[src/assert_macros.svh]
// Assertion macros shared by the ray box slope test modules.
`ifndef ASSERT_MACROS_SVH
`define ASSERT_MACROS_SVH

// Checks that the condition holds in the same cycle as the trigger.
`define RBST_ASSERT_SAME(lbl, trig, cond) \
  lbl: assert property (@(posedge clk) disable iff (!rst_n) (trig) |-> (cond)) \
    else $error("rbst assertion failed");

// Checks that the condition holds in the cycle after the trigger.
`define RBST_ASSERT_NEXT(lbl, trig, cond) \
  lbl: assert property (@(posedge clk) disable iff (!rst_n) (trig) |=> (cond)) \
    else $error("rbst assertion failed");

`endif

[src/rbst_pkg.sv]
// Package with the shared types, codes and pair tables of the ray box slope test.
package rbst_pkg;

  typedef enum logic [2:0] {
    ST_IDLE,
    ST_DIV_GO,
    ST_DIV_WAIT,
    ST_LD_MUL,
    ST_LD_SUB,
    ST_TS_MUL,
    ST_TS_CHK,
    ST_DONE
  } state_t;

  localparam logic [1:0] SGN_M = 2'd0;
  localparam logic [1:0] SGN_O = 2'd1;
  localparam logic [1:0] SGN_P = 2'd2;

  localparam logic OP_LOAD = 1'b0;
  localparam logic OP_TEST = 1'b1;

  localparam logic [2:0] LAST_PAIR = 3'd5;

  typedef struct packed {
    logic       capture;
    logic       load_ray;
    logic       div_start;
    logic       slope_load;
    logic       mul_load;
    logic       mul_org;
    logic       icpt_load;
    logic       chk;
    logic       out_load;
    logic [2:0] pair;
  } cmd_t;

  typedef struct packed {
    logic div_done;
  } status_t;

  // Axis pairs (a,b): (x,y) (x,z) (y,x) (y,z) (z,x) (z,y).
  function automatic logic [1:0] pair_a(input logic [2:0] p);
    logic [1:0] r;
    case (p)
      3'd0, 3'd1: r = 2'd0;
      3'd2, 3'd3: r = 2'd1;
      default:    r = 2'd2;
    endcase
    return r;
  endfunction

  function automatic logic [1:0] pair_b(input logic [2:0] p);
    logic [1:0] r;
    case (p)
      3'd0:       r = 2'd1;
      3'd1, 3'd3: r = 2'd2;
      3'd2, 3'd4: r = 2'd0;
      default:    r = 2'd1;
    endcase
    return r;
  endfunction

endpackage

[src/rbst_ctrl.sv]
// Controller state machine that sequences ray loads and box tests.
`include "assert_macros.svh"

module rbst_ctrl (
  input  logic              clk,
  input  logic              rst_n,
  input  logic              in_valid,
  input  logic              in_op,
  output logic              in_ready,
  output logic              out_valid,
  input  logic              out_ready,
  input  rbst_pkg::status_t status,
  output rbst_pkg::cmd_t    cmd
);

  rbst_pkg::state_t state_r, state_nxt;
  logic [2:0]       pair_r, pair_nxt;
  logic             out_valid_r, out_valid_nxt;

  always_comb begin
    state_nxt     = state_r;
    pair_nxt      = pair_r;
    out_valid_nxt = out_valid_r && !out_ready;
    in_ready      = 1'b0;
    cmd           = '0;
    cmd.pair      = pair_r;
    case (state_r)
      rbst_pkg::ST_IDLE: begin
        in_ready = 1'b1;
        if (in_valid) begin
          cmd.capture  = 1'b1;
          cmd.load_ray = (in_op == rbst_pkg::OP_LOAD);
          pair_nxt     = 3'd0;
          state_nxt    = (in_op == rbst_pkg::OP_LOAD) ? rbst_pkg::ST_DIV_GO
                                                      : rbst_pkg::ST_TS_MUL;
        end
      end
      rbst_pkg::ST_DIV_GO: begin
        cmd.div_start = 1'b1;
        state_nxt     = rbst_pkg::ST_DIV_WAIT;
      end
      rbst_pkg::ST_DIV_WAIT: begin
        if (status.div_done) begin
          cmd.slope_load = 1'b1;
          state_nxt      = rbst_pkg::ST_LD_MUL;
        end
      end
      rbst_pkg::ST_LD_MUL: begin
        cmd.mul_load = 1'b1;
        cmd.mul_org  = 1'b1;
        state_nxt    = rbst_pkg::ST_LD_SUB;
      end
      rbst_pkg::ST_LD_SUB: begin
        cmd.icpt_load = 1'b1;
        if (pair_r == rbst_pkg::LAST_PAIR) begin
          pair_nxt  = 3'd0;
          state_nxt = rbst_pkg::ST_IDLE;
        end else begin
          pair_nxt  = pair_r + 3'd1;
          state_nxt = rbst_pkg::ST_DIV_GO;
        end
      end
      rbst_pkg::ST_TS_MUL: begin
        cmd.mul_load = 1'b1;
        state_nxt    = rbst_pkg::ST_TS_CHK;
      end
      rbst_pkg::ST_TS_CHK: begin
        cmd.chk = 1'b1;
        if (pair_r == rbst_pkg::LAST_PAIR) begin
          pair_nxt  = 3'd0;
          state_nxt = rbst_pkg::ST_DONE;
        end else begin
          pair_nxt  = pair_r + 3'd1;
          state_nxt = rbst_pkg::ST_TS_MUL;
        end
      end
      rbst_pkg::ST_DONE: begin
        // The result register must be free before a new hit bit lands in it.
        if (!out_valid_r || out_ready) begin
          cmd.out_load  = 1'b1;
          out_valid_nxt = 1'b1;
          state_nxt     = rbst_pkg::ST_IDLE;
        end
      end
      default: begin
        state_nxt = rbst_pkg::ST_IDLE;
        pair_nxt  = 3'd0;
      end
    endcase
  end

  always_ff @(posedge clk) begin
    if (!rst_n) begin
      state_r     <= rbst_pkg::ST_IDLE;
      pair_r      <= 3'd0;
      out_valid_r <= 1'b0;
    end else begin
      state_r     <= state_nxt;
      pair_r      <= pair_nxt;
      out_valid_r <= out_valid_nxt;
    end
  end

  assign out_valid = out_valid_r;

  `RBST_ASSERT_SAME(a_pair_range, 1'b1, pair_r <= rbst_pkg::LAST_PAIR)
  `RBST_ASSERT_SAME(a_accept_at_pair0, in_valid && in_ready, pair_r == 3'd0)

endmodule

[config.mk]
export PLATFORM = sky130hd
export DESIGN_NAME = rbst_ctrl
export DESIGN_NICKNAME = d
export VERILOG_FILES = /design/src/rbst_pkg.sv /design/src/rbst_ctrl.sv
export VERILOG_INCLUDE_DIRS = /design/src /design/src/src
export SDC_FILE = /design/constraint.sdc
export NUM_CORES = 1
export LEC_CHECK = 0
export ABC_AREA = 1
export BUFFER_PORTS_ARGS = -buffer_cell sky130_fd_sc_hd__buf_2
export CORE_AREA = 3 3 40 42
export CTS_CLUSTER_SIZE = 24
export DETAILED_ROUTE_END_ITERATION = 6
export DIE_AREA = 0 0 43 45
export SKIP_CTS_REPAIR_TIMING = 1
export SLEW_MARGIN = 0
export SYNTH_ARGS = -nofsm -noshare
export SYNTH_HDL_FRONTEND = slang
export SYNTH_SLANG_ARGS = --single-unit
[constraint.sdc]
create_clock -name clk -period 2 [get_ports clk]
set_input_delay 0.2 -clock clk [delete_from_list [all_inputs] [get_ports clk]]
set_output_delay 0.2 -clock clk [all_outputs]
set_load 0.02 [all_outputs]
Word-level counts from Yosys, hierarchy flattened
Cells that the tools add are included.

Add/subtract/negate cells: 1. Equality and inequality tests: 11. Mux-type cells: 24. Bitwise operators: 1. Reductions and logical operators: 10.

Operators with widths (number): case mux 3 bit (8 select lines) (1); 2-to-1 mux 3 bit (6); equality test 3 bit (second input constant) (5); 2-to-1 mux 1 bit (13); equality test 3 x 2 -> 1 bit (second input constant) (2); 2-to-1 mux 2 bit (3); inequality test 2 bit (second input constant) (3); case mux 3 bit (2 select lines) (1); OR reduction 2 bit (2); adder 3 x 1 -> 3 bit (second input constant) (1); equality test 3 x 1 -> 1 bit (second input constant) (1); logical NOT 3 bit (1); AND reduction 3 bit (1); logical NOT 1 bit (2); AND reduction 2 bit (1); nonzero test 2 bit (1); logical AND 1 bit (1); logical OR 1 bit (1); inverter 1 bit (1).

Register bits after elaboration: 7. Input port bits: 6. Word-level logic and storage cells: 50.

Longest topological paths before layout
Gate-level depths: netlist of run 1.

Depth in word-level cells: 4. Mapped depth: 8. Mapped depth without buffers: 8.

Worst setup path before layout of run 1
No wires, ideal clock.

Path type: reg-to-output. Start: register state_r[0]. End: output port cmd[10] in the netlist's numbering. Arrival time: 1307 ps. Data required time: 1800 ps. Setup slack: 493 ps. Cell stages (with the launch flop): 5. Cells stage by stage: dfxtp_1 > buf_2 > nor3_2 > nand2_1 > nor2_1.

RTL lines: from (decl) (line rbst_ctrl.sv:16) `rbst_pkg::state_t state_r, state_nxt;`; from (signal assigned) (line rbst_ctrl.sv:94) `state_r <= rbst_pkg::ST_IDLE;`; from (signal assigned) (line rbst_ctrl.sv:98) `state_r <= state_nxt;`; to (decl) (line rbst_ctrl.sv:13) `output rbst_pkg::cmd_t cmd`.

==> results of run 1 <==
-- metal layers --
metal | global-route usage | vias up | share of wire
li1 | - | 290 | -
met1 | 0.146 | 238 | 0.43
met2 | 0.210 | 12 | 0.49
met3 | 0.0757 | 2 | 0.074
met4 | 0.0723 | 0 | 0.0092
met5 | 0 | - | 0
-- layout make-up --
class / count / area, um^2
tap: 15 / 18.8
multi-input combinational: 55 / 267
sequential: 7 / 140
fill: 137 / 682
timing repair buffer: 19 / 95.1
inverter: 15 / 56.3
clock buffer: 4 / 26.3
-- where the power goes --
part	total [mW]	leakage (nW)	internal [mW]	switching, mW
registers	0.213	0.0571	0.162	0.0512
clock network	0.128	0.0150	0.0761	0.0518
logic	0.295	0.300	0.102	0.193
-- cells in the final DEF, fill, tap and decap left out, types with 2 or more instances in the layout --
cell,netlist,routed
inv_1,13,13
dfxtp_1,7,7
clkbuf_4,0,3
nand2_1,16,16
nand3_1,9,9
a21oi_1,5,5
inv_2,2,2
nor2_1,14,14
buf_2,2,19
-- worst register-to-register path, cell delays in order, from the launching register on --
cell and delay (ns):
dfxtp_1 0.56, inv_1 0.17, nand3_2 0.12, nor2_1 0.06, nor2_1 0.13, nand2_1 0.08, nor2_1 0.10, nor2_1 0.04
-- flip-flops by register name (all words and copies together), names as in the netlist --
register / cells
pair_r: 3
state_r: 3
out_valid: 1
-- kinds of logic after synthesis --
group                     synth area share
buffers and inverters                0.140
xor gates and xnor gates            0.0185
DFF                                  0.296
AOI/OAI and AO/OA                   0.0926
and+or+nand+nor                      0.452
-- worst paths after layout --
check / to / cells past startpoint / start / slack (ns)
worst max-delay path: cmd[4] / 4 / state_r[0] / 0.51
worst min-delay path: state_r[1] / 3 / rst_n / 0.20
worst max register to register: state_r[1] / 7 / state_r[0] / 0.64
worst min register to register: out_valid / 2 / out_valid / 0.52
-- stage by stage --
step	util	hold slack, ns	cell area (um^2)	total power, mW	setup slack (ns)
3_3_place_gp	0.449	0.471	577	0.514	0.713
3_5_place_dp	0.449	0.464	577	0.514	0.651
6_report	0.469	0.204	603	0.636	0.515
5_1_grt	0.469	0.214	603	0.697	0.355
2_1_floorplan	-	0.328	473	0.437	0.493
4_1_cts	0.469	0.197	603	0.648	0.490
==> flow_summary.toml, run 1 <==
[sta]
period_share = 0.743
hold_violations = 0
rsz0062_at_grt = "false"
slew_headroom = 0.736
min_period_ns = 1.49
setup_viol = 0
max_freq_mhz = 673
worst-slew-pin-transition_ns = 0.396
timing.setup.tns_ns = 0
drv_slew = 0
fin_worst_skew_ns = 0.00118

[worst_setup_path]
timing.critical_path.slowest_cell_delay_ns = 0.56
path_cells = "inv_1, nand3_1, inv_1, buf_2"
crit_top_cell = "inv_1"
worstPathRequired_ns = 1.80
critPathSlowestCell = "dfxtp_1"
crit_family = "flip-flops"
crit_buf_inv = 3
critical_path.startpoint_type = "register"
critPathKind = "reg -> out"
setup.worst_path.end_class = "output port"
cp_max_fo = 11
cp.arrival_ns = 1.29

[clocking]
cts_root_buf = "clkbuf_4"
clock-sinks = 7
cts_buffers = 3
clk_pin_slew_ns = 0.05
cts_max_level = 1
tritoncts = "done"
clk_path_buf_depth = 2
insertion_delay_ns = 0.25

[yosys]
yosysTopAreaCell = "dfxtp_1"
synth_fp_nets = 85
synth-seq-cells = 7
syn_avg_cell_area_um2 = 5.99
synthTopCellsByCount = "16 x nand2_1, 14 x nor2_1, 13 x inv_1"
yosysUniqueCellTypes = 19
ys.flop_type = "dfxtp_1"
ys_top_cells_by_area = "dfxtp_1 30%, nand2_1 13%, nor2_1 11%"
synthCells = 79
ys_seq_area_frac = 0.296
yosysMostFrequentCell = "nand2_1"
netlist_area_um2 = 473
synth_edf_count = 0
ys_async_sr_fraction = 0
synth_top_area_frac = 0.296
yosys_warnings = 0

[min_path]
hold_path_class = "in -> reg"

[routing]
dr.first_iter.drc_count = 4
routed_via_density = 4.71
wire_per_inst_um = 9.43
drtPass1Iterations = 3
ant_nets = 0
vias = 542
drcViolationCount = 0
routed_wl_mm = 1.08

[grt]
antenna_found_initial = 0
grt.overflow.total = 0
grt_pass1_wl_mm = 1.87
grt_usage = 0.134
grt_max_degree = 12
grt_pass1_vias = 455

[place]
gp_congestion = 0.772
post-dp-hpwl_um = 881
port_buffers = 19
dpl.cell_count = 111

[final_layout]
drive_above_1_share = 0.270
instances_no_fill = 115
syn2layout_area_growth_pct = 27.5
n_antenna_cell = 0
layout.nets = 107

[die]
initial_utilization = 0.368
core_area_mm2 = 0.00128
num_rows = 13
fp.dieH_um = 45
fp.dieW_um = 43
die-area_mm2 = 0.00194
ios = 20

[power_and_ir_drop]
p_per_area_mw_per_mm2 = 1050
total_leakage_power_nw = 0.372
peakVddDrop_mv = 0.628

[job]
drv_cap = 0

[run_status]
outcome = "completed"
Note: power is estimated with default switching activity, not from simulation.
==> run 2: changes to the inputs <==
- clock period: 2 -> 1.27 ns (I/O delays scaled with it)
==> flow_summary.toml, run 2 (same netlist as run 1, synthesis figures left out) <==
[worst_setup_path]
r2r_start = "state_r[2]"
cp.arrival_ns = 1.23
critical_path.startpoint_type = "register"
setup.worst_path.end_class = "output port"
worstRegToRegCells = 7
worstPathRequired_ns = 1.14
critPathKind = "reg -> out"
cp_max_fo = 4
r2r_slack_ns = 0.15
r2r_end = "pair_r[2]"

[sta]
drv_slew = 0
min_period_ns = 1.35
fin_worst_skew_ns = 0.000384
rsz0062_at_grt = "true"
setup_viol = 3
hold_violations = 0
worst-slew-pin-transition_ns = 0.200
max_freq_mhz = 740
slew_headroom = 0.866
period_share = 1.06
worst_slack_ns = -0.0821

[job]
drv_cap = 0

[grt]
grtUsageMet1 = 0.139
grt_busiest_layer = "met2"
met2_usage = 0.263
grt.overflow.total = 0
met3_usage = 0.0478
grt_max_degree = 11
antenna_found_initial = 0
grt_pass1_vias = 478
grt_pass1_wl_mm = 1.95
grt_usage = 0.139

[routing]
vias = 536
ant_nets = 0
routed_wl_mm = 1.18
drcViolationCount = 0
wire_per_inst_um = 9.97
drtPass1Iterations = 4
routed_via_density = 4.54
dr.first_iter.drc_count = 11

[die]
ios = 20
num_rows = 13
fp.dieH_um = 45
fp.dieW_um = 43
core_area_mm2 = 0.00128
initial_utilization = 0.368
die-area_mm2 = 0.00194

[power_and_ir_drop]
p_per_area_mw_per_mm2 = 1690
total_leakage_power_nw = 0.400
peakVddDrop_mv = 0.916

[place]
port_buffers = 19
dpl_worst_slack_ns = 0.0522
gp_congestion = 0.768
post-dp-hpwl_um = 994

[min_path]
hold_path_depth = 3
hold_end = "state_r[1]"
hold_path_class = "in -> reg"
hp-start = "rst_n"

[final_layout]
n_fill_cell = 134
final_common_cell = "buf_2"
drive_above_1_share = 0.369
layout.nets = 110
syn2layout_area_growth_pct = 45.8
n_antenna_cell = 0
final_cell_mix = "16 x buf_2, 15 x nand2_1, 13 x nor2_1"
post-route-util = 0.537

[clocking]
cts_max_level = 1
cts_root_buf = "clkbuf_4"
clk_path_buf_depth = 2
clock-sinks = 7
insertion_delay_ns = 0.25
cts_buffers = 3
tritoncts = "done"
clk_pin_slew_ns = 0.06

[run_status]
violations = "negative setup slack"
outcome = "finished with violations"
-- run 2: changes by cell type in the layout (fill, tap and decap cells not counted), sizes merged --
cell / before / now
buf: 19 / 22
-- run 2: layout make-up --
type / count / area [um^2] / area share
Clock buffer: 4 / 26.3 / 0.0381
Inverter: 15 / 56.3 / 0.0817
Multi-Input combinational cell: 55 / 293 / 0.425
Sequential cell: 7 / 146 / 0.212
Tap cell: 15 / 18.8 / 0.0272
Timing Repair Buffer: 22 / 149 / 0.216
-- run 2: where the power goes --
| group | total (mW) | switching, mW | internal [mW] |
|---|---|---|---|
| sequential | 0.329 | 0.0650 | 0.264 |
| clock | 0.210 | 0.0898 | 0.120 |
| combinational | 0.628 | 0.370 | 0.258 |
| total | 1.17 | 0.525 | 0.642 |
-- run 2: worst max-delay path: stages, from the launching register on --
cell and delay, ns:
dfxtp_2 0.34, buf_6 0.13, nor3_4 0.18, nand2_2 0.12, nor2_4 0.09, buf_6 0.12
-- run 2: per-layer routing --
metal	share of wire	wire length (um)
met1	0.42	493
met2	0.50	590
met3	0.068	80
met4	0.0094	11
met5	0	0
-- run 2: how the worst max path moves through the flow --
stage / cells past startpoint / to / start
4_1_cts: 5 / cmd[10] / state_r[0]
2_1_floorplan: 7 / pair_r[2] / state_r[0]
5_1_grt: 5 / cmd[10] / state_r[2]
6_report: 5 / cmd[10] / state_r[2]
3_5_place_dp: 7 / state_r[0] / state_r[1]
3_3_place_gp: 7 / pair_r[2] / state_r[0]
-- run 2: through the flow --
step                area, um^2  TNS [ns]  power (mW)  hold slack [ns]  std cells
floorplan                  487         0       0.715            0.255         79
global placement           626         0       0.906            0.392        114
detailed placement         626         0       0.908            0.389        114
CTS                        652     -1.05        1.12            0.113        118
global route               689    -0.637        1.27            0.142        118
finish                     689    -0.190        1.17            0.115        118
==> run 3: changes to the inputs <==
- RECOVER_POWER: default -> 25
- clock period: 1.27 -> 1.6 ns (I/O delays scaled with it)
==> flow_summary.toml, run 3 (same netlist as run 1, synthesis figures left out) <==
[run_status]
outcome = "completed"

[worst_setup_path]
r2r_start = "state_r[2]"
worstPathRequired_ns = 1.44
critical_path.startpoint_type = "register"
critPathKind = "reg -> out"
cp.arrival_ns = 1.28
critPathLaunch = "state_r[1]"
setup.worst_path.end_class = "output port"
cp_max_fo = 10

[grt]
grt_usage = 0.134
grt_pass1_wl_mm = 1.87
grt.overflow.total = 0
grt_max_degree = 12
grtUsageMet1 = 0.146
grt_busiest_layer = "met2"
met2_usage = 0.210
antenna_found_initial = 0
met3_usage = 0.0757
grt_pass1_vias = 455

[power_and_ir_drop]
power_mw = 0.796
peakVddDrop_mv = 0.793
total_leakage_power_nw = 0.354
p_per_area_mw_per_mm2 = 1330

[routing]
vias = 544
routed_via_density = 4.73
dr.first_iter.drc_count = 5
ant_nets = 0
drtPass1Iterations = 4
routed_wl_mm = 1.08
drcViolationCount = 0
wire_per_inst_um = 9.40

[sta]
slew_headroom = 0.769
fin_worst_skew_ns = 0.00124
setup_viol = 0
min_period_ns = 1.44
hold_violations = 0
worst-slew-pin-transition_ns = 0.346
max_freq_mhz = 692
drv_slew = 0
period_share = 0.903
rsz0062_at_grt = "false"
timing.setup.tns_ns = 0

[die]
fp.dieW_um = 43
fp.dieH_um = 45
core_area_mm2 = 0.00128
die-area_mm2 = 0.00194
initial_utilization = 0.368
num_rows = 13
ios = 20

[place]
post-dp-hpwl_um = 881
port_buffers = 19
gp_congestion = 0.772

[clocking]
clk_path_buf_depth = 2
insertion_delay_ns = 0.25
tritoncts = "done"
cts_buffers = 3
cts_max_level = 1
clk_pin_slew_ns = 0.05
cts_root_buf = "clkbuf_4"
clock-sinks = 7

[final_layout]
final_common_cell = "nand2_1"
syn2layout_area_growth_pct = 26.7
final_cell_mix = "16 x nand2_1, 15 x buf_2, 14 x nor2_1"
layout.nets = 107
drive_above_1_share = 0.240
n_antenna_cell = 0

[min_path]
hp-start = "rst_n"
hold_path_class = "in -> reg"

[job]
drv_cap = 0
-- run 3: changes by cell type in the layout (fill, tap and decap cells not counted), sizes merged --
cell    delta
clkbuf     +4
buf        -7
-- run 3: final cells by class --
class / instances / area (um^2)
fill: 140 / 686
multi-input combinational: 55 / 267
sequential: 7 / 141
timing repair buffer: 19 / 90.1
inverter: 15 / 56.3
clock buffer: 4 / 26.3
tap: 15 / 18.8
-- run 3: power by group --
| group | internal (mW) | switching, mW | leakage (nW) |
|---|---|---|---|
| Sequential | 0.204 | 0.0644 | 0.0573 |
| Combinational | 0.127 | 0.241 | 0.282 |
| Clock | 0.0952 | 0.0651 | 0.0150 |
-- run 3: path summary, 6_finish.rpt --
path	end	slack, ns	depth (start not counted)
worst min register to register	out_valid	0.52	2
worst min-delay path	state_r[1]	0.16	3
worst max-delay path	cmd[10]	0.16	4
worst max register to register	pair_r[2]	0.37	7
-- run 3: metrics by stage --
stage          std cells  hold WS [ns]  setup WS, ns   util  area, um^2
5_1_grt              115         0.174        0.0223  0.466         599
4_1_cts              115         0.157         0.130  0.469         603
3_3_place_gp         111         0.431         0.313  0.449         577
6_report             115         0.163         0.156  0.466         599
2_1_floorplan         79         0.288         0.133      -         473
3_5_place_dp         111         0.424         0.251  0.449         577
-- run 3: layer usage --
layer | part of all wire | wire length [um] | vias to the layer above
met1 | 0.44 | 472 | 239
met2 | 0.49 | 531 | 12
met5 | 0 | 0 | -
met3 | 0.061 | 66 | 2
li1 | - | - | 291
met4 | 0.0093 | 10 | 0
-- run 3: worst max-delay path, cell delays in order (launching register included) --
cell     delay, ns
dfxtp_1       0.41
nor3_2        0.24
nand2_1       0.13
nor2_1        0.10
buf_2         0.16
